===== src/hw/rtl/tnorm_pkg.sv =====
// Shared types, constants and symbol functions of the transcript text normaliser.
package tnorm_pkg;

  localparam int APOS_MAX = 16;
  localparam int HELD_CAP = (APOS_MAX < 17) ? APOS_MAX : 17;
  localparam int WORD_SLOTS = 3;

  localparam logic [7:0] PFX_LEAD  = 8'hE2;
  localparam logic [7:0] PFX_MID   = 8'h80;
  localparam logic [7:0] QUOTE_L   = 8'h98;
  localparam logic [7:0] QUOTE_R   = 8'h99;
  localparam logic [7:0] DASH_EN   = 8'h93;
  localparam logic [7:0] DASH_EM   = 8'h94;
  localparam logic [7:0] DQUOTE_L  = 8'h9C;
  localparam logic [7:0] DQUOTE_R  = 8'h9D;
  localparam logic [7:0] ELLIPSIS  = 8'hA6;
  localparam logic [7:0] CH_SPACE  = 8'h20;
  localparam logic [7:0] CH_APOS   = 8'h27;
  localparam logic [7:0] CH_UPPER_A = 8'h41;
  localparam logic [7:0] CH_UPPER_Z = 8'h5A;
  localparam logic [7:0] CH_LOWER_A = 8'h61;
  localparam logic [7:0] CH_LOWER_Z = 8'h7A;
  localparam logic [7:0] CH_DIGIT_0 = 8'h30;
  localparam logic [7:0] CH_DIGIT_9 = 8'h39;
  localparam logic [7:0] CASE_STEP  = 8'h20;
  localparam logic [7:0] HIGH_BASE  = 8'h80;

  localparam logic [4:0] HELD_LIMIT = 5'(HELD_CAP);

  typedef enum logic [2:0] {
    PST_NONE = 3'b001,
    PST_E2   = 3'b010,
    PST_E280 = 3'b100
  } pst_t;

  // one request's worth of results
  typedef struct packed {
    logic [7:0]                  lead_byte;
    logic [4:0]                  lead_cnt;
    logic [WORD_SLOTS-1:0][7:0]  w;
    logic [1:0]                  nw;
    logic                        text_last;
    logic                        marker;
  } plan_t;

  typedef struct packed {
    logic  valid;
    plan_t plan;
  } req_t;

  typedef struct packed {
    pst_t       pst;
    logic       word_open;
    logic [4:0] held;
    logic       emitted;
    plan_t      plan;
  } ctx_t;

  function automatic ctx_t f_word(ctx_t c, logic [7:0] b);
    ctx_t r;
    r = c;
    if (!r.word_open) begin
      if (r.emitted) begin
        r.plan.lead_byte = CH_SPACE;
        r.plan.lead_cnt  = 5'd1;
      end
      r.word_open = 1'b1;
      r.emitted   = 1'b1;
    end else if (r.held != 5'd0) begin
      r.plan.lead_byte = CH_APOS;
      r.plan.lead_cnt  = r.held;
    end
    r.held = 5'd0;
    if (r.plan.nw < 2'(WORD_SLOTS)) begin
      r.plan.w[r.plan.nw] = b;
      r.plan.nw = r.plan.nw + 2'd1;
    end
    return r;
  endfunction

  function automatic ctx_t f_apos(ctx_t c);
    ctx_t r;
    r = c;
    if (r.word_open && (r.held < HELD_LIMIT)) begin
      r.held = r.held + 5'd1;
    end
    return r;
  endfunction

  function automatic ctx_t f_sep(ctx_t c);
    ctx_t r;
    r = c;
    r.word_open = 1'b0;
    r.held      = 5'd0;
    return r;
  endfunction

  function automatic ctx_t f_plain(ctx_t c, logic [7:0] b);
    ctx_t r;
    r = c;
    if (b == PFX_LEAD) begin
      r.pst = PST_E2;
    end else if (b >= HIGH_BASE || (b >= CH_LOWER_A && b <= CH_LOWER_Z) ||
                 (b >= CH_DIGIT_0 && b <= CH_DIGIT_9)) begin
      r = f_word(r, b);
    end else if (b >= CH_UPPER_A && b <= CH_UPPER_Z) begin
      r = f_word(r, b + CASE_STEP);
    end else if (b == CH_APOS) begin
      r = f_apos(r);
    end else begin
      r = f_sep(r);
    end
    return r;
  endfunction

endpackage


===== src/hw/rtl/transcript_text_normalizer.sv =====
// Top level of the transcript text normaliser.
//
//  channel | direction | handshake            | payload
//  in      | receive   | in_valid / in_stall  | in_byte, in_last
//  out     | send      | out_valid / out_stall| out_byte, byte_present, text_end, run_end
//
// A request is held in the input register, then its results leave the sequencer
// one per cycle while the output does not stall; a request with several results keeps
// the sequencer busy and stalls the next request until its last result is taken.
// A request causing no result passes without waiting for the sequencer; a byte opening a word after an
// earlier word gives two results, other plain text flows one byte a cycle unless the output stalls.
// Reset clears the word state and both stages; no clearing pass.
// Stall on the output holds the current result and backs up into the input.
module transcript_text_normalizer (
  input  logic       clk,
  input  logic       rst,
  input  logic       in_valid,
  output logic       in_stall,
  input  logic [7:0] in_byte,
  input  logic       in_last,
  output logic       out_valid,
  input  logic       out_stall,
  output logic [7:0] out_byte,
  output logic       byte_present,
  output logic       text_end,
  output logic       run_end
);

  tnorm_pkg::req_t req;
  logic            emit_free;

  tnorm_plan u_plan (
    .clk      (clk),
    .rst      (rst),
    .in_valid (in_valid),
    .in_stall (in_stall),
    .in_byte  (in_byte),
    .in_last  (in_last),
    .emit_free(emit_free),
    .req      (req)
  );

  tnorm_emit u_emit (
    .clk         (clk),
    .rst         (rst),
    .req         (req),
    .emit_free   (emit_free),
    .out_valid   (out_valid),
    .out_stall   (out_stall),
    .out_byte    (out_byte),
    .byte_present(byte_present),
    .text_end    (text_end),
    .run_end     (run_end)
  );

endmodule


===== src/hw/rtl/tnorm_plan.sv =====
// Input register, word state and per-request result planning.
module tnorm_plan (
  input  logic                clk,
  input  logic                rst,
  input  logic                in_valid,
  output logic                in_stall,
  input  logic [7:0]          in_byte,
  input  logic                in_last,
  input  logic                emit_free,
  output tnorm_pkg::req_t     req
);

  logic                in_full;
  logic [7:0]          byte_r;
  logic                last_r;
  tnorm_pkg::pst_t     pst;
  logic                word_open;
  logic [4:0]          held;
  logic                emitted;
  tnorm_pkg::ctx_t     ctx;
  logic                has;
  logic                take;
  logic                accept;

  always_comb begin
    ctx = '0;
    ctx.pst       = pst;
    ctx.word_open = word_open;
    ctx.held      = held;
    ctx.emitted   = emitted;
    ctx.plan.text_last = last_r;
    unique case (pst)
      tnorm_pkg::PST_E2: begin
        if (byte_r == tnorm_pkg::PFX_MID) begin
          ctx.pst = tnorm_pkg::PST_E280;
        end else begin
          ctx.pst = tnorm_pkg::PST_NONE;
          ctx = tnorm_pkg::f_word(ctx, tnorm_pkg::PFX_LEAD);
          ctx = tnorm_pkg::f_plain(ctx, byte_r);
        end
      end
      tnorm_pkg::PST_E280: begin
        ctx.pst = tnorm_pkg::PST_NONE;
        if (byte_r == tnorm_pkg::QUOTE_L || byte_r == tnorm_pkg::QUOTE_R) begin
          ctx = tnorm_pkg::f_apos(ctx);
        end else if (byte_r == tnorm_pkg::DASH_EN || byte_r == tnorm_pkg::DASH_EM ||
                     byte_r == tnorm_pkg::DQUOTE_L || byte_r == tnorm_pkg::DQUOTE_R ||
                     byte_r == tnorm_pkg::ELLIPSIS) begin
          ctx = tnorm_pkg::f_sep(ctx);
        end else begin
          ctx = tnorm_pkg::f_word(ctx, tnorm_pkg::PFX_LEAD);
          ctx = tnorm_pkg::f_word(ctx, tnorm_pkg::PFX_MID);
          ctx = tnorm_pkg::f_plain(ctx, byte_r);
        end
      end
      default: begin
        ctx.pst = tnorm_pkg::PST_NONE;
        ctx = tnorm_pkg::f_plain(ctx, byte_r);
      end
    endcase
    if (last_r) begin
      // flush a held prefix, then return to the start of a text
      if (ctx.pst == tnorm_pkg::PST_E2) begin
        ctx = tnorm_pkg::f_word(ctx, tnorm_pkg::PFX_LEAD);
      end else if (ctx.pst == tnorm_pkg::PST_E280) begin
        ctx = tnorm_pkg::f_word(ctx, tnorm_pkg::PFX_LEAD);
        ctx = tnorm_pkg::f_word(ctx, tnorm_pkg::PFX_MID);
      end
      ctx.pst       = tnorm_pkg::PST_NONE;
      ctx.word_open = 1'b0;
      ctx.held      = 5'd0;
      ctx.emitted   = 1'b0;
      ctx.plan.marker = (ctx.plan.lead_cnt == 5'd0) && (ctx.plan.nw == 2'd0);
    end
  end

  assign has       = (ctx.plan.lead_cnt != 5'd0) || (ctx.plan.nw != 2'd0) || last_r;
  assign take      = in_full && (!has || emit_free);
  assign in_stall  = in_full && !take;
  assign accept    = in_valid && !in_stall;
  assign req.valid = in_full && has;
  assign req.plan  = ctx.plan;

  always_ff @(posedge clk) begin
    if (rst) begin
      in_full   <= 1'b0;
      pst       <= tnorm_pkg::PST_NONE;
      word_open <= 1'b0;
      held      <= 5'd0;
      emitted   <= 1'b0;
    end else begin
      in_full <= accept || (in_full && !take);
      if (take) begin
        pst       <= ctx.pst;
        word_open <= ctx.word_open;
        held      <= ctx.held;
        emitted   <= ctx.emitted;
      end
    end
  end

  always_ff @(posedge clk) begin
    if (accept) begin
      byte_r <= in_byte;
      last_r <= in_last;
    end
  end

endmodule


===== src/hw/rtl/tnorm_emit.sv =====
// Result sequencer: streams the bytes of one planned request, one per cycle while out_stall is low.
module tnorm_emit (
  input  logic            clk,
  input  logic            rst,
  input  tnorm_pkg::req_t req,
  output logic            emit_free,
  output logic            out_valid,
  input  logic            out_stall,
  output logic [7:0]      out_byte,
  output logic            byte_present,
  output logic            text_end,
  output logic            run_end
);

  logic                                      busy;
  logic [7:0]                                lead_byte;
  logic [4:0]                                lead_cnt;
  logic [tnorm_pkg::WORD_SLOTS-1:0][7:0]     w;
  logic [1:0]                                nw;
  logic [1:0]                                wpos;
  logic                                      text_last;
  logic                                      marker;
  logic                                      cur_final;

  always_comb begin
    if (marker) begin
      cur_final = 1'b1;
      out_byte  = 8'h00;
    end else if (lead_cnt != 5'd0) begin
      cur_final = (lead_cnt == 5'd1) && (nw == 2'd0);
      out_byte  = lead_byte;
    end else begin
      cur_final = (wpos == nw - 2'd1);
      out_byte  = w[wpos];
    end
  end

  assign out_valid    = busy;
  assign byte_present = !marker;
  assign run_end      = cur_final;
  assign text_end     = cur_final && text_last;
  assign emit_free    = !busy || (cur_final && !out_stall);

  always_ff @(posedge clk) begin
    if (rst) begin
      busy <= 1'b0;
    end else if (emit_free) begin
      busy <= req.valid;
    end
  end

  always_ff @(posedge clk) begin
    if (emit_free && req.valid) begin
      lead_byte <= req.plan.lead_byte;
      lead_cnt  <= req.plan.lead_cnt;
      w         <= req.plan.w;
      nw        <= req.plan.nw;
      wpos      <= 2'd0;
      text_last <= req.plan.text_last;
      marker    <= req.plan.marker;
    end else if (busy && !out_stall) begin
      if (lead_cnt != 5'd0) begin
        lead_cnt <= lead_cnt - 5'd1;
      end else begin
        wpos <= wpos + 2'd1;
      end
    end
  end

endmodule


===== config.mk =====
export PLATFORM = sky130hd
export DESIGN_NAME = transcript_text_normalizer
export DESIGN_NICKNAME = d
export VERILOG_FILES = /design/src/hw/rtl/tnorm_pkg.sv /design/src/hw/rtl/transcript_text_normalizer.sv /design/src/hw/rtl/tnorm_plan.sv /design/src/hw/rtl/tnorm_emit.sv
export SDC_FILE = /design/constraint.sdc
export NUM_CORES = 1
export LEC_CHECK = 0
export BUFFER_PORTS_ARGS = -buffer_cell sky130_fd_sc_hd__buf_2
export CAP_MARGIN = 10
export CORE_MARGIN = 2
export CORE_UTILIZATION = 55
export CTS_CLUSTER_DIAMETER = 80
export DETAILED_ROUTE_END_ITERATION = 16
export PLACE_DENSITY = 0.87
export RECOVER_POWER = 25
export SYNTH_ARGS = -nofsm -noshare
export SYNTH_HDL_FRONTEND = slang
export SYNTH_SLANG_ARGS = --single-unit

===== constraint.sdc =====
create_clock -name clk -period 3.15 [get_ports clk]
set_input_delay 0.63 -clock clk [delete_from_list [all_inputs] [get_ports clk]]
set_output_delay 0.63 -clock clk [all_outputs]
set_load 0.05 [all_outputs]

======== Word-level counts from Yosys, hierarchy flattened ========
Index checks and enable logic that the tools add are counted.
word-level totals
  bits in latches ......................... 0
  bits in registers ....................... 64
  memories ................................ 0
  bits of input ports ..................... 13
  bits in read-only memories .............. 0
  RAM bits ................................ 0
  logic and storage cells ................. 229
cells by class
  bitwise logic cells ..................... 10
  reduce and logical (&&, ||, !) cells .... 49
  div/mod/pow operators ................... 0
  magnitude comparators ................... 24
  equal/unequal tests ..................... 16
  shift-type cells ........................ 0
  multipliers ............................. 0
  add/subtract/negate cells ............... 10
  mux-type cells .......................... 103
operator list
  kind                                                  number
  2-to-1 mux 48 bit                                     10
  2-to-1 mux 26 bit                                     13
  2-to-1 mux 51 bit                                     6
  2-to-1 mux 41 bit                                     3
  2-to-1 mux 13 bit                                     9
  case mux 51 bit (2 select lines)                      1
  bitwise mux 24 bit                                    4
  2-to-1 mux 14 bit                                     6
  demux 8 bit (select 2 bit)                            5
  == test 8 bit (second input constant)                 9
  2-to-1 mux 8 bit                                      8
  2-to-1 mux 10 bit                                     5
  NOT 21 bit                                            2
  2-to-1 mux 1 bit                                      22
  2-to-1 mux 11 bit                                     2
  bitwise AND 21 bit                                    1
  bitwise AND 7 x 21 -> 21 bit                          1
  2-to-1 mux 5 bit                                      4
  nonzero test 5 bit                                    4
  logical AND 1 bit                                     19
  < comparator 2 x 3 -> 1 bit (second input constant)   6
  binary-select mux 8 bit (select 2 bit)                1
  >= comparator 8 x 7 -> 1 bit (second input constant)  2
  <= comparator 8 x 7 -> 1 bit (second input constant)  2
  29 further kinds                                      67

======== Logic depth before layout (Yosys ltp) ========
  word-level depth ........................ 64
  mapped depth ............................ 11
  mapped depth without buffers ............ 10

======== Modules after synthesis ========
Synthesis repeated with hierarchy kept, for this count alone.
unflattened totals
  cells, all modules ...................... 421
  area, all modules ....................... 4095.2 um^2
modules (own cells, without submodules)
  module      cells an instance  instances  area an instance (um^2)
  tnorm_plan  283                1          2170.8
  tnorm_emit  138                1          1924.3

======== Worst setup path after synthesis ========
No wires, ideal clock.
  kind .................................... register to register
  from .................................... register u_plan.byte_r[2]
  to ...................................... register u_plan.byte_r[0], enable pin
  path slack .............................. -0.082 ns
  data arrival time ....................... 2.894 ns
  clock period less this slack ............ 3.232 ns
  required time ........................... 2.811 ns
  stages on the path, launching flop included .. 9
  library setup time ...................... 0.339 ns
  cells stage by stage .................... edfxtp_1 > clkbuf_1 > or3b_2 > o22ai_1 > nand3b_1 > a211oi_2 > o31ai_2 > nor2_1 > nor2b_1
between the ends
  longest elaborated chain between the ends .. 30
  elaborated cells between the ends (all ways) .. 83
  classes of those cells .................. 2 x add/sub; 9 x order compare; 12 x eq/ne; 38 x mux; 22 x reduce/logical
RTL lines
  item                                                                                 RTL line                          RTL
  from (decl)                                                                          tnorm_plan.sv:14                  logic [7:0] byte_r;
  from (signal assigned)                                                               tnorm_plan.sv:104                 byte_r <= in_byte;
  >= comparator 8 x 7 -> 1 bit / <= comparator 8 x 7 -> 1 bit (equally long branches)  tnorm_pkg.sv:103                  end else if (b >= HIGH_BASE || (b >= CH_LOWER_A && b <= CH_LOWER_Z) ||
  logical AND 1 bit                                                                    tnorm_pkg.sv:103
  logical OR 1 bit (2 in a row)                                                        tnorm_pkg.sv:103
  2-to-1 mux 51 bit                                                                    tnorm_pkg.sv:103
  2-to-1 mux 48 bit                                                                    tnorm_pkg.sv:101                  if (b == PFX_LEAD) begin
  2-to-1 mux 51 bit                                                                    tnorm_plan.sv:46                  end else if (byte_r == tnorm_pkg::DASH_EN || byte_r == tnorm_pkg::DASH_EM ||
  2-to-1 mux 51 bit                                                                    tnorm_plan.sv:44                  if (byte_r == tnorm_pkg::QUOTE_L || byte_r == tnorm_pkg::QUOTE_R) begin
  case mux 51 bit (2 select lines) *                                                   tnorm_plan.sv:32                  unique case (pst)
  [... 15 more ...]                                                                    n/a
  logical OR 1 bit *                                                                   tnorm_plan.sv:78                  assign take = in_full && (!has || emit_free);
  logical AND 1 bit *                                                                  tnorm_plan.sv:78
  zero test 1 bit *                                                                    tnorm_plan.sv:79                  assign in_stall = in_full && !take;
  logical AND 1 bit *                                                                  tnorm_plan.sv:79
  via in_stall                                                                         transcript_text_normalizer.sv:18  output logic in_stall,
  zero test 1 bit *                                                                    tnorm_plan.sv:80                  assign accept = in_valid && !in_stall;
  logical AND 1 bit *                                                                  tnorm_plan.sv:80
  via u_plan.accept                                                                    tnorm_plan.sv:23                  logic accept;
Mark *: on every way through the listed nets, which the timed path passes. The rest lies on a longest branch. The select of a mux whose other input is x is not followed.
A chain may end at the register's enable or synchronous reset.

======== Worst setup path after layout ========
  from .................................... register u_plan.byte_r[0]
  to ...................................... output port in_stall
between the ends
  longest elaborated chain between the ends .. 28
  elaborated cells between the ends (all ways) .. 81
  classes of those cells .................. 2 x add/sub; 9 x order compare; 12 x eq/ne; 38 x mux; 20 x reduce/logical
RTL lines
  item                                                                                 RTL line                          RTL
  >= comparator 8 x 7 -> 1 bit / <= comparator 8 x 7 -> 1 bit (equally long branches)  tnorm_pkg.sv:103
  logical AND 1 bit                                                                    tnorm_pkg.sv:103
  logical OR 1 bit (2 in a row)                                                        tnorm_pkg.sv:103
  2-to-1 mux 51 bit                                                                    tnorm_pkg.sv:103
  2-to-1 mux 48 bit                                                                    tnorm_pkg.sv:101
  2-to-1 mux 51 bit                                                                    tnorm_plan.sv:46
  2-to-1 mux 51 bit                                                                    tnorm_plan.sv:44
  case mux 51 bit (2 select lines) *                                                   tnorm_plan.sv:32
  [... 10 more ...]                                                                    n/a
  2-to-1 mux 51 bit *                                                                  tnorm_plan.sv:61                  if (last_r) begin
  nonzero test 2 bit                                                                   tnorm_plan.sv:77                  assign has = (ctx.plan.lead_cnt != 5'd0) || (ctx.plan.nw != 2'd0) || last_r;
  logical OR 1 bit * (2 in a row)                                                      tnorm_plan.sv:77
  zero test 1 bit *                                                                    tnorm_plan.sv:78
  logical OR 1 bit *                                                                   tnorm_plan.sv:78
  logical AND 1 bit *                                                                  tnorm_plan.sv:78
  zero test 1 bit *                                                                    tnorm_plan.sv:79
  logical AND 1 bit *                                                                  tnorm_plan.sv:79
  to (decl)                                                                            transcript_text_normalizer.sv:18
Every way passes the cells marked *; elsewhere a longest branch is shown, timed or not. The select of a mux whose other input is x is not followed.

==> run metrics <==
final hold viol count 0; Post-Synthesis Cells 380; Synth Area in XOR/XNOR 2.22%; RSZ-0062 raised after global routing yes; critical-path maximum fanout 8; first-pass iteration count of the detailed router 5; I/O pin count 26; DIE AREA 7120 um2; nets@finish 441; Yosys top cell area share between 30% and 40%; Synth top cells by count nand2_1 (52), edfxtp_1 (44), nor2_1 (35), a21oi_1 (29); Adder-Cell Fraction of Synth Area around 2.5%; CTS tree built; Die X about 84 um; crit end category output pin; register area share after synthesis 45.0%; Setup CP Type reg2out; DRC viols 0; post-route ant nets 0; antenna violations before repair 0; Placed Area 3840 um2; Tot GR Track Use 23.9%; main combinational cell family by area after synthesis simple AND/OR/NAND/NOR gates; drt wl/cell 16.1 um; post-synthesis register bit count 58; f_max 318 MHz; Post-Layout Inst Area approximately 4100 um2; CTS clk-pin slew, worst paths approximately 0.06 ns; Clock Tree Root clkbuf_8; vias per cell 6.11; FFs w/ async S/R, synth 0%; Chip Height 84.4 um; Yosys top cell by area edfxtp_1; min Tclk post-route 3.15 ns; Max Clock Skew 0.00332 ns; fillers about 490; share of layout cells above drive strength 1 roughly a fifth; Worst-Skew Late Latency 0.33 ns; post-synthesis mux area share 2.53%; Mean Syn Cell Area 9.36 um2; H-tree levels 3; peak supply drop 258 uV; Setup-failing EPs final 0; largest net degree at the start of global routing 43; Initial Util 56.3%; Reg area ~1600 um2; complex-gate fraction of the synthesized area 17.8%; Final period util 99.9%; Port-buffer cells 25; number of global-route vias before repair 2823; Clock Path Buffers 2; Slew @ Worst Pin about 0.98 ns; fin. max-slew vios 0; Min-Delay Path Class reg2reg; Max-slew headroom 34.5%; Synthesized Nets 400; initial DRC count 261; outcome finished clean; total of max-cap violations 0; Vias 3075; synth top area cells edfxtp_1 (37%), dfxtp_1 (7.9%), nand2_1 (5.5%); kind of start point of the critical path flip-flop; num rows 29; Detailed Place HPWL roughly 5800 um; Synth Area in Simple Gates 26.0%; Post-synth EDFFs 44; count leader, synth nand2_1; Synth Cell Area 3560 um2; Main synth FF type edfxtp_1; synth warn 0; post-synthesis cell type count 67; multi-input logic area approximately 1900 um2; area delta synth->final 15.3%; Placed Cells 481; Num Clock Sinks 58; Final Routed Wirelength 8100 um; CORE AREA around 6300 um2; antenna fix cells 0; final cell count without fillers 503; PwrDens 419 nW/um2; Required @ worst endpoint about 2.5 ns; CTS Buf Count 9; Tot Pwr ~0.0017 W; leak pwr 1.53 nW; gpl congestion 0.921; Overflow after GRT 0; crit path DAT about 2.5 ns; first-pass GRT wire length 13500 um
report_power, final:
part / internal, W / switching [W]
Sequential: 0.000866 / 0.0000254
Clock: 0.000302 / 0.000283
Combinational: 0.0000878 / 0.000155
Total: 0.00126 / 0.000464
flip-flops by register name, indices dropped and copies added, names as in the netlist:
signal and count:
u_plan.word_open 1, u_emit.marker 1, u_plan.last_r 1, u_plan.byte_r 8, u_plan.pst 3, u_emit.lead_byte 2, u_emit.nw 2, u_emit.wpos 2
u_plan.in_full 1, u_plan.emitted 1, u_emit.text_last 1, u_emit.out_valid 1, u_plan.held 5, u_emit.w 24, u_emit.lead_cnt 5
cell families after synthesis:
kind of cell | count (synthesis)
compound gates | 93
fa+ha+maj | 7
buf+inv | 32
simple gates | 172
xor+xnor | 9
mux | 9
flops | 58
through the flow:
step                utilization [%]  setup WS [ns]   TNS, ns  hold WS, ns
finish                         65.0        0.00162         0        0.469
global placement               60.8          0.193         0        0.450
detailed placement             60.8         0.0676         0        0.465
floorplan                         -         0.0346         0        0.440
global route                   65.0         -0.118    -0.383        0.459
CTS                            64.7       -0.00250  -0.00250        0.457
per-layer routing:
metal  wire, um  track usage (%)  vias up
met5          0                0        -
met4        119             8.95        0
met3        549             4.82       15
met2       4000             38.3      142
met1       3430             32.2     1438
li1           -                -     1480
worst paths after layout:
path / start / end / slack [ns] / cells past startpoint
max reg2reg: u_plan.byte_r[2] / u_emit.lead_cnt[4] / 0.11 / 9
min: u_plan.pst[1] / u_plan.pst[1] / 0.47 / 2
min reg2reg: u_plan.pst[1] / u_plan.pst[1] / 0.47 / 2
max: u_plan.byte_r[0] / in_stall / 0.002 / 7
cell usage in the layout (no fill, tap or decap), types with 4 or more instances in the layout:
master / count
nand2b_1: 6
clkbuf_8: 10
dfxtp_1: 14
buf_2: 22
ha_1: 7
or3_1: 5
and2_1: 8
nand4_1: 4
nand3_1: 5
nand3b_1: 7
nand2_1: 52
edfxtp_1: 44
o22ai_1: 4
nor3_1: 13
inv_1: 13
a21oi_1: 28
a211oi_1: 4
nor2b_1: 5
o21ai_0: 10
xnor2_1: 6
o31ai_1: 4
mux2i_1: 9
buf_4: 22
nor2_1: 33
o21a_1: 4
final cells by class:
class                      instances  share of cell area [%]
clock buffer                      11                    3.45
clock inverter                     5                   0.732
inverter                          13                    1.19
multi-input combinational        290                    45.6
sequential                        58                    39.0
tap                               77                    2.35
timing repair buffer              49                    7.63
what timing repair did:
action	CTS	global route
buffers inserted	6	0
hold buffers	0	0
endpoints found under the setup margin	3	9
pin swaps	5	1
endpoints found under the hold margin	0	0
gates resized for setup	7	3
critical path, cell delays in order, from the launching register on:
cell      delay, ns
edfxtp_1       0.40
or4_4          0.60
nor4_4         0.32
nor3_2         0.08
nand2b_4       0.20
o31ai_4        0.32
nor2_2         0.09
buf_6          0.16
Note: power is estimated with default switching activity, not from simulation.
